<file path="src/rtl/wca_pkg.sv">
`timescale 1ns / 1ps

package wca_pkg;

    localparam int COORD_W    = 31;
    localparam int DEPTH_W    = 16;
    localparam int LEN_W      = 13;
    localparam int CMD_W      = 2;
    localparam int STATUS_W   = 2;
    localparam int CFG_IDX_W  = 2;
    localparam int CFG_DATA_W = 32;
    localparam int S_TDATA_W  = 96;
    localparam int M_TDATA_W  = 80;

    localparam logic [DEPTH_W-1:0] DEPTH_MAX = 16'd60000;
    localparam logic [LEN_W-1:0]   REGION_LENGTH_RST = 13'd4096;

    localparam logic [CMD_W-1:0] CMD_ADD   = 2'd0;
    localparam logic [CMD_W-1:0] CMD_QUERY = 2'd1;
    localparam logic [CMD_W-1:0] CMD_RUN   = 2'd2;
    localparam logic [CMD_W-1:0] CMD_CLEAR = 2'd3;

    localparam logic [STATUS_W-1:0] ST_OK      = 2'd0;
    localparam logic [STATUS_W-1:0] ST_OUTSIDE = 2'd1;
    localparam logic [STATUS_W-1:0] ST_CLIPPED = 2'd2;
    localparam logic [STATUS_W-1:0] ST_NO_RUNS = 2'd3;

    localparam logic [CFG_IDX_W-1:0] CFG_REGION_START  = 2'd0;
    localparam logic [CFG_IDX_W-1:0] CFG_REGION_LENGTH = 2'd1;

    typedef struct packed {
        logic [CMD_W-1:0]   cmd;
        logic [COORD_W-1:0] read_start;
        logic [COORD_W-1:0] read_end;
        logic [COORD_W-1:0] query_pos;
    } request_t;

    typedef struct packed {
        logic [DEPTH_W-1:0]  depth;
        logic [COORD_W-1:0]  run_first;
        logic [COORD_W-1:0]  run_last;
        logic [STATUS_W-1:0] status;
        logic                last;
    } result_t;

    function automatic logic [DEPTH_W-1:0] sat_inc(input logic [DEPTH_W-1:0] v);
        return (v < DEPTH_MAX) ? v + 16'd1 : v;
    endfunction

endpackage

</file>
<file path="src/rtl/wca_seq.sv">
`timescale 1ns / 1ps

module wca_seq #(
    parameter int WINDOW_LEN = 4096
) (
    input  logic                                 aclk,
    input  logic                                 aresetn,
    input  logic                                 req_valid,
    output logic                                 req_ready,
    input  wca_pkg::request_t                    req,
    input  logic [wca_pkg::COORD_W-1:0]          region_start,
    input  logic [$clog2(WINDOW_LEN+1)-1:0]      win_len,
    input  logic                                 out_free,
    output logic                                 res_valid,
    output wca_pkg::result_t                     res,
    output logic                                 ram_wr_en,
    output logic [$clog2(WINDOW_LEN)-1:0]        ram_wr_addr,
    output logic [wca_pkg::DEPTH_W-1:0]          ram_wr_data,
    output logic                                 ram_rd_en,
    output logic [$clog2(WINDOW_LEN)-1:0]        ram_rd_addr,
    input  logic [wca_pkg::DEPTH_W-1:0]          ram_rd_data
);

    localparam int AW = $clog2(WINDOW_LEN);
    localparam int LW = $clog2(WINDOW_LEN + 1);
    localparam logic [AW-1:0] LAST_ADDR = AW'(WINDOW_LEN - 1);

    localparam logic [3:0] S_CLEAR  = 4'd0;
    localparam logic [3:0] S_IDLE   = 4'd1;
    localparam logic [3:0] S_DIFF   = 4'd2;
    localparam logic [3:0] S_CHECK  = 4'd3;
    localparam logic [3:0] S_ADD    = 4'd4;
    localparam logic [3:0] S_QRD    = 4'd5;
    localparam logic [3:0] S_RFIRST = 4'd6;
    localparam logic [3:0] S_RUN    = 4'd7;
    localparam logic [3:0] S_OUT    = 4'd8;

    logic [3:0]                   state_reg, state_next;
    wca_pkg::request_t            req_reg, req_next;
    logic [31:0]                  d_rs_reg, d_rs_next;
    logic [31:0]                  d_re_reg, d_re_next;
    logic [31:0]                  d_q_reg, d_q_next;
    logic                         re_ge_rs_reg, re_ge_rs_next;
    logic [LW-1:0]                ptr_reg, ptr_next;
    logic [AW-1:0]                end_reg, end_next;
    logic                         pend_valid_reg, pend_valid_next;
    logic [LW-1:0]                pend_idx_reg, pend_idx_next;
    logic                         issuing_reg, issuing_next;
    logic [LW-1:0]                cursor_reg, cursor_next;
    logic [LW-1:0]                run_i_reg, run_i_next;
    logic [wca_pkg::DEPTH_W-1:0]  v_reg, v_next;
    wca_pkg::result_t             res_reg, res_next;
    logic                         clr_cmd_reg, clr_cmd_next;

    logic [31:0]   len32;
    logic [LW-1:0] run_end;
    logic          run_stop;

    assign len32     = 32'(win_len);
    assign req_ready = (state_reg == S_IDLE);
    assign res_valid = (state_reg == S_OUT);
    assign res       = res_reg;

    // a scan stops on a mismatch, or when no read is left in flight (window end)
    assign run_stop = !pend_valid_reg || (ram_rd_data != v_reg);
    assign run_end  = pend_valid_reg ? pend_idx_reg : win_len;

    always_comb begin
        state_next      = state_reg;
        req_next        = req_reg;
        d_rs_next       = d_rs_reg;
        d_re_next       = d_re_reg;
        d_q_next        = d_q_reg;
        re_ge_rs_next   = re_ge_rs_reg;
        ptr_next        = ptr_reg;
        end_next        = end_reg;
        pend_valid_next = pend_valid_reg;
        pend_idx_next   = pend_idx_reg;
        issuing_next    = issuing_reg;
        cursor_next     = cursor_reg;
        run_i_next      = run_i_reg;
        v_next          = v_reg;
        res_next        = res_reg;
        clr_cmd_next    = clr_cmd_reg;
        ram_wr_en       = 1'b0;
        ram_wr_addr     = ptr_reg[AW-1:0];
        ram_wr_data     = '0;
        ram_rd_en       = 1'b0;
        ram_rd_addr     = ptr_reg[AW-1:0];

        unique case (state_reg)
            S_CLEAR: begin
                ram_wr_en   = 1'b1;
                cursor_next = '0;
                if (ptr_reg[AW-1:0] == LAST_ADDR) begin
                    ptr_next     = '0;
                    clr_cmd_next = 1'b0;
                    state_next   = clr_cmd_reg ? S_OUT : S_IDLE;
                end else begin
                    ptr_next = ptr_reg + 1'b1;
                end
            end
            S_IDLE: begin
                if (req_valid) begin
                    req_next   = req;
                    state_next = S_DIFF;
                end
            end
            S_DIFF: begin
                d_rs_next     = {1'b0, req_reg.read_start} - {1'b0, region_start};
                d_re_next     = {1'b0, req_reg.read_end} - {1'b0, region_start};
                d_q_next      = {1'b0, req_reg.query_pos} - {1'b0, region_start};
                re_ge_rs_next = (req_reg.read_end >= req_reg.read_start);
                res_next      = '0;
                state_next    = S_CHECK;
            end
            S_CHECK: begin
                unique case (req_reg.cmd)
                    wca_pkg::CMD_ADD: begin
                        if (d_rs_reg[31] || d_rs_reg >= len32) begin
                            res_next.status = wca_pkg::ST_OUTSIDE;
                            state_next      = S_OUT;
                        end else if (!re_ge_rs_reg) begin
                            state_next = S_OUT;
                        end else begin
                            ptr_next        = LW'(d_rs_reg);
                            issuing_next    = 1'b1;
                            pend_valid_next = 1'b0;
                            state_next      = S_ADD;
                            if (d_re_reg >= len32) begin
                                end_next        = AW'(len32 - 32'd1);
                                res_next.status = wca_pkg::ST_CLIPPED;
                            end else begin
                                end_next = AW'(d_re_reg);
                            end
                        end
                    end
                    wca_pkg::CMD_QUERY: begin
                        if (d_q_reg[31] || d_q_reg >= len32) begin
                            res_next.status = wca_pkg::ST_OUTSIDE;
                            state_next      = S_OUT;
                        end else begin
                            ram_rd_en   = 1'b1;
                            ram_rd_addr = AW'(d_q_reg);
                            state_next  = S_QRD;
                        end
                    end
                    wca_pkg::CMD_RUN: begin
                        if (cursor_reg >= win_len) begin
                            res_next.status = wca_pkg::ST_NO_RUNS;
                            cursor_next     = '0;
                            state_next      = S_OUT;
                        end else begin
                            ram_rd_en   = 1'b1;
                            ram_rd_addr = cursor_reg[AW-1:0];
                            run_i_next  = cursor_reg;
                            ptr_next    = cursor_reg + 1'b1;
                            state_next  = S_RFIRST;
                        end
                    end
                    wca_pkg::CMD_CLEAR: begin
                        clr_cmd_next = 1'b1;
                        ptr_next     = '0;
                        state_next   = S_CLEAR;
                    end
                    default: state_next = S_OUT;
                endcase
            end
            S_ADD: begin
                // read of ptr overlaps write-back of the previous position
                if (issuing_reg) begin
                    ram_rd_en     = 1'b1;
                    pend_idx_next = ptr_reg;
                    if (ptr_reg[AW-1:0] == end_reg) begin
                        issuing_next = 1'b0;
                    end else begin
                        ptr_next = ptr_reg + 1'b1;
                    end
                end
                pend_valid_next = issuing_reg;
                if (pend_valid_reg) begin
                    ram_wr_en   = 1'b1;
                    ram_wr_addr = pend_idx_reg[AW-1:0];
                    ram_wr_data = wca_pkg::sat_inc(ram_rd_data);
                    if (!issuing_reg) begin
                        state_next = S_OUT;
                    end
                end
            end
            S_QRD: begin
                res_next.depth = ram_rd_data;
                state_next     = S_OUT;
            end
            S_RFIRST: begin
                v_next     = ram_rd_data;
                state_next = S_RUN;
                if (ptr_reg < win_len) begin
                    ram_rd_en       = 1'b1;
                    pend_idx_next   = ptr_reg;
                    pend_valid_next = 1'b1;
                    ptr_next        = ptr_reg + 1'b1;
                end else begin
                    pend_valid_next = 1'b0;
                end
            end
            S_RUN: begin
                if (run_stop) begin
                    res_next.depth     = v_reg;
                    res_next.run_first = region_start + wca_pkg::COORD_W'(run_i_reg);
                    res_next.run_last  = region_start
                                         + wca_pkg::COORD_W'(run_end - 1'b1);
                    res_next.last      = (run_end == win_len);
                    cursor_next        = (run_end == win_len) ? '0 : run_end;
                    pend_valid_next    = 1'b0;
                    state_next         = S_OUT;
                end else if (ptr_reg < win_len) begin
                    ram_rd_en       = 1'b1;
                    pend_idx_next   = ptr_reg;
                    pend_valid_next = 1'b1;
                    ptr_next        = ptr_reg + 1'b1;
                end else begin
                    pend_valid_next = 1'b0;
                end
            end
            S_OUT: begin
                if (out_free) begin
                    state_next = S_IDLE;
                end
            end
            default: state_next = S_IDLE;
        endcase
    end

    always_ff @(posedge aclk) begin
        if (!aresetn) begin
            state_reg      <= S_CLEAR;
            ptr_reg        <= '0;
            pend_valid_reg <= 1'b0;
            issuing_reg    <= 1'b0;
            cursor_reg     <= '0;
            clr_cmd_reg    <= 1'b0;
        end else begin
            state_reg      <= state_next;
            ptr_reg        <= ptr_next;
            pend_valid_reg <= pend_valid_next;
            issuing_reg    <= issuing_next;
            cursor_reg     <= cursor_next;
            clr_cmd_reg    <= clr_cmd_next;
        end
    end

    always_ff @(posedge aclk) begin
        req_reg      <= req_next;
        d_rs_reg     <= d_rs_next;
        d_re_reg     <= d_re_next;
        d_q_reg      <= d_q_next;
        re_ge_rs_reg <= re_ge_rs_next;
        end_reg      <= end_next;
        pend_idx_reg <= pend_idx_next;
        run_i_reg    <= run_i_next;
        v_reg        <= v_next;
        res_reg      <= res_next;
    end

endmodule

</file>
<file path="config.mk">
export PLATFORM = sky130hd
export DESIGN_NAME = wca_seq
export DESIGN_NICKNAME = d
export VERILOG_FILES = /design/src/rtl/wca_pkg.sv /design/src/rtl/wca_seq.sv
export SDC_FILE = /design/constraint.sdc
export NUM_CORES = 1
export LEC_CHECK = 0
export BUFFER_PORTS_ARGS = -buffer_cell sky130_fd_sc_hd__buf_2
export CAP_MARGIN = 25
export CORE_AREA = 2 2 310 312
export CTS_CLUSTER_SIZE = 14
export DETAILED_ROUTE_END_ITERATION = 10
export DIE_AREA = 0 0 312 314
export GPL_TIMING_DRIVEN = 0
export PLACE_DENSITY = 0.53
export SETUP_SLACK_MARGIN = 0.1
export SYNTH_ARGS = -nofsm -noshare
export SYNTH_HDL_FRONTEND = slang
export SYNTH_SLANG_ARGS = --single-unit
</file>
<file path="constraint.sdc">
create_clock -name aclk -period 11.24 [get_ports aclk]
set_input_delay 1.124 -clock aclk [delete_from_list [all_inputs] [get_ports aclk]]
set_output_delay 1.124 -clock aclk [all_outputs]
set_load 0.01 [all_outputs]
</file>
After elaboration in Yosys (flattened, before gate mapping)
Cells that the tools add are included.
{"block": "totals", "output_inout_bits": 125, "reg_bits": 360}
{"block": "classes", "bitwise": 2, "order_cmp": 7, "mux": 77, "n_reduce_logical": 28, "eq_ne": 39, "addsub": 10}
{"cell": "$mux 13", "n": 16}
{"cell": "$pmux 62 s2", "n": 1}
{"cell": "$pmux 13 s3", "n": 3}
{"cell": "$ge 32x13->1", "n": 3}
{"cell": "$sub 31x31->32", "n": 3}
{"cell": "$mux 78", "n": 1}
{"cell": "$mux 12", "n": 6}
{"cell": "$pmux 13 s5", "n": 1}
{"cell": "$mux 16", "n": 3}
{"cell": "$pmux 16 s3", "n": 1}
{"cell": "$mux 4", "n": 11}
{"cell": "$pmux 4 s9", "n": 1}
{"cell": "$add 31x13->31", "n": 1}
{"cell": "$add 31x31->31", "n": 1}
{"cell": "$ge 31x31->1", "n": 1}
{"cell": "$add 13x1->13 const B", "n": 2}
{"cell": "$ne 2x2->1 const B", "n": 12}
{"cell": "$pmux 12 s2", "n": 1}
{"cell": "$mux 1", "n": 17}
{"cell": "$add 16x1->16 const B", "n": 1}
{"cell": "$eq 4x3->1 const B", "n": 4}
{"cell": "$lt 16x16->1 const B", "n": 1}
{"cell": "$ne 16x16->1", "n": 1}
{"cell": "$pmux 4 s4", "n": 1}
{"cell": "35 further kinds", "n": 70}

Longest topological paths before layout
{"block": "logic_depth", "word_depth": 6, "ltp_mapped": 20, "depth_no_buf": 17}

Least setup slack after synthesis
OpenSTA, ideal clock, no wires.
{"block": "synth_timing", "path_type": "reg2reg", "start": "register state_reg[2]", "end": "register res_reg, in the netlist res[0], enable pin", "period_less_slack_ps": 9077, "path_buffers": 1, "t_arrival_ps": 8684, "path_stages_with_launch": 4, "slack_ps": 2163, "setup_time_ps": 394, "required_ps": 10846, "cell_sequence": "dfxtp_1 -> clkbuf_1 -> nor3_1 -> or2_2"}
{"block": "synth_via", "elab_chain_cells": 3, "elab_cells_between_ends": 5, "classes_between": "3 x eq/ne; 2 x reduce/logical"}
{"item": "from (decl)", "line": "wca_seq.sv:38", "source": "logic [3:0] state_reg, state_next;"}
{"item": "from (signal assigned)", "line": "wca_seq.sv:243", "source": "state_reg <= state_next;"}
{"item": "$eq 4x3->1 / $eq 4x2->1 (equally long branches)", "line": "wca_seq.sv:91", "source": "unique case (state_reg)"}
{"item": "$ne 2x2->1 (no source line) / $reduce_bool 2->1 (equally long branches)"}
{"item": "$reduce_and 2->1 (no source line) *"}
{"item": "to (signal assigned)", "line": "wca_seq.sv:262", "source": "res_reg <= res_next;"}
{"item": "to (decl)", "line": "wca_seq.sv:52", "source": "wca_pkg::result_t res_reg, res_next;"}
Mark *: on every way between the ends. The rest lies on a longest branch, timed or not.
A chain may end at the register's enable or synchronous reset.

Final worst setup path
{"block": "layout_timing", "start": "input port win_len[5]", "end": "output port ram_rd_addr[4]"}
{"block": "layout_via", "elab_chain_cells": 5, "elab_cells_between_ends": 7, "classes_between": "2 x order compare; 4 x mux; 1 x reduce/logical"}
{"item": "from (decl)", "line": "wca_seq.sv:12", "source": "input logic [$clog2(WINDOW_LEN+1)-1:0] win_len,"}
{"item": "$ge 32x13->1", "line": "wca_seq.sv:139", "source": "if (d_q_reg[31] || d_q_reg >= len32) begin"}
{"item": "$logic_or 1x1->1", "line": "wca_seq.sv:139"}
{"item": "$mux 12", "line": "wca_seq.sv:139"}
{"item": "$pmux 12 s2 *", "line": "wca_seq.sv:118", "source": "unique case (req_reg.cmd)"}
{"item": "$mux 12 *", "line": "wca_seq.sv:91"}
{"item": "to (decl)", "line": "wca_seq.sv:20", "source": "output logic [$clog2(WINDOW_LEN)-1:0] ram_rd_addr,"}
Marks and branches as above.

==> qor.yml <==
cts_hold_buf: 0
slew_viol_final: 0
yosysMostFrequentCell: "edfxtp_1"
setup_tns_ns: 0
final_util_pct: 29.8
crit_slowest_cell: "a21oi_1"
overflow: 0
postRouteWirelength_um: 81000
synthCells: 2278
crit_path_start_kind: "primary input"
rows: 113
vias: 18900
globalRouteMet1Util_pct: 22.2
synthArstFlopShare_pct: 0
die_w_um: 312
avgSynthCellArea_um2: 10.3
route.detailed.drc: 0
tritoncts: "done"
antenna_found_initial: 9
min_period_ns: 5.96
insertion_delay_ns: 0.62
gr-usage-all-layers_pct: 16.0
pin_count: 284
crit_type: "in -> out"
rsz0062_at_grt: "no"
clock-root-buffer: "clkbuf_16"
die_area_mm2: 0.0980
port_buffers: 280
firstDrtPassIters: 6
fin_ws_ns: 5.28
largest_reg_flops: 95
power_leakage_uw: 0.0112
grt_pass1_vias: 17900
ant_nets: 0
netlist_area_mm2: 0.0235
yosysUniqueCellTypes: 78
fp.coreArea_mm2: 0.0944
synth_edf_count: 327
cp.arrival_ns: 4.84
area_delta_synth_final_pct: 19.5
cts_setup_buffers: 0
yosysTopAreaCell: "edfxtp_1"
cap_violations: 0
ys_ff_latch: 360
clk_path_buf_depth: 3
end_kind: "output pin"
cp_cell_sequence: "clkbuf_1 > inv_1 > ha_1 > a21o_1 > a21o_1 > a21oi_1 > o21ai_0 > a311o_1 > a21oi_1 > and4_1 > buf_2 > a22oi_1 > o21ai_0 > buf_2"
initial_core_util_pct: 24.9
slew_headroom_pct: 31.7
register_area_mm2: 0.0105
grt_pass1_wl_um: 117000
vdd_drop_max_mv: 0.0973
yosys_warnings: 0
fin_crit_sh_pct: 53.0
wl_per_cell_um: 20.7
synth_nets: 2682
cts_num_sinks: 360
synth_top_area_share_pct: 41.7
clk_pin_slew_worst_paths_ns: 0.05
outcome: "finished, final reports clean"
crit_required_ns: 10.12
setup_viol: 0
drtIter0Drc: 1645
crit_path_max_incr_delay_ns: 0.56
grt_use_met2_pct: 26.5
diodes: 0
synthTopCellsByCount: "327 x edfxtp_1, 240 x ha_1, 199 x nor2_1"
max_freq_mhz: 168
hp-class: "reg -> reg"
vias_per_cell: 4.82
synth-main-ff-cell: "edfxtp_1"
drive_above_1_share_pct: 15.8
place.gp.congestion: 0.889
use_met3_pct: 2.28
grt.busiest_layer: "met2"
preCtsSetupSlack_ns: 5.34
fin_worst_skew_ns: 0.0464
multi_input_area_mm2: 0.0123
htree_levels: 2
p_per_area_mw_per_mm2: 126
cp_max_fo: 10
ys_seq_area_share_pct: 44.5
tightest_slew_ns: 0.999
post_cts_resized: 0
fill_cells: 10000
grt_max_degree: 50
cts_buffers: 44
hold_violations: 0
yosys-top-cells-area: "edfxtp_1 42%, ha_1 13%, xnor2_1 5.0%"
die_height_um: 314
dpl.hpwl_um: 65400
nNetsFinal: 3022
-- layout by cell type (no fill, tap or decap), drive strengths merged, types with 16 or more instances in the layout --
master	netlist	routed
edfxtp	327	327
buf	17	311
ha	240	240
nor2	200	200
a21oi	179	179
inv	150	154
xnor2	135	135
nand2	112	112
o21ai	112	112
clkbuf	35	93
a21o	75	75
xor2	66	66
nand3	62	62
nor3	56	56
nor2b	33	33
nand4	33	33
dfxtp	33	33
and3	32	32
nand2b	26	26
o21a	26	26
nor4	26	26
a22oi	22	22
a211oi	22	22
o21bai	20	20
mux2i	17	17
a22o	16	16
-- final timing paths --
| check | startpoint | to | slack [ns] | depth (start not counted) |
|---|---|---|---|---|
| min reg2reg | ptr_reg[3] | pend_idx_reg[3] | 0.47 | 0 |
| min | ptr_reg[3] | pend_idx_reg[3] | 0.47 | 0 |
| max | win_len[5] | ram_rd_addr[4] | 5.28 | 14 |
| max reg2reg | pend_valid_reg | res[33] | 5.68 | 19 |
-- final cells by class --
type / instances / share of cell area (%)
Buffer: 52 / 0.832
Tap cell: 1265 / 5.63
Clock inverter: 24 / 0.783
Timing Repair Buffer: 294 / 5.64
Inverter: 150 / 2.00
Clock buffer: 58 / 4.21
Sequential cell: 360 / 37.3
Multi-Input combinational cell: 1716 / 43.6
-- metal layers --
metal	routed length [um]	part of all wire, %	vias to the layer above
met2	37700	46	679
met3	5030	6.2	84
met4	1470	1.8	6
met5	46	0.057	-
met1	36800	45	8927
li1	-	-	9176
-- stage by stage --
stage	area [um2]	power, uW	hold WS (ns)	std cells
finish	28100	3530	0.474	3919
global route	28100	3690	0.490	3919
CTS	28100	3580	0.474	3919
detailed placement	26700	2160	0.461	3837
global placement	26500	2160	0.467	3823
floorplan	23500	1960	0.432	2278
-- critical path: cells and delay by family --
family,cells,cell delay [ns]
buffers and inverters,4,1.15
adders and majority gates,1,0.30
and+or+nand+nor,1,0.42
AOI/OAI and AO/OA,8,1.81
-- logic make-up after synthesis --
family / count (synthesis) / share of synthesized area, %
AOI/OAI and AO/OA: 599 / 16.7
xor gates and xnor gates: 201 / 7.51
adders and majority gates: 245 / 13.2
buffers and inverters: 202 / 3.39
DFF: 360 / 44.5
muxes: 29 / 1.30
and+or+nand+nor: 642 / 13.4
-- power breakdown --
group          internal (uW)  total (uW)  switching [uW]
Combinational            239         594             355
Clock                    777        1400             621
Sequential              1510        1540            28.8
Total                   2530        3530            1010
Power figures use the tool's default switching activity.
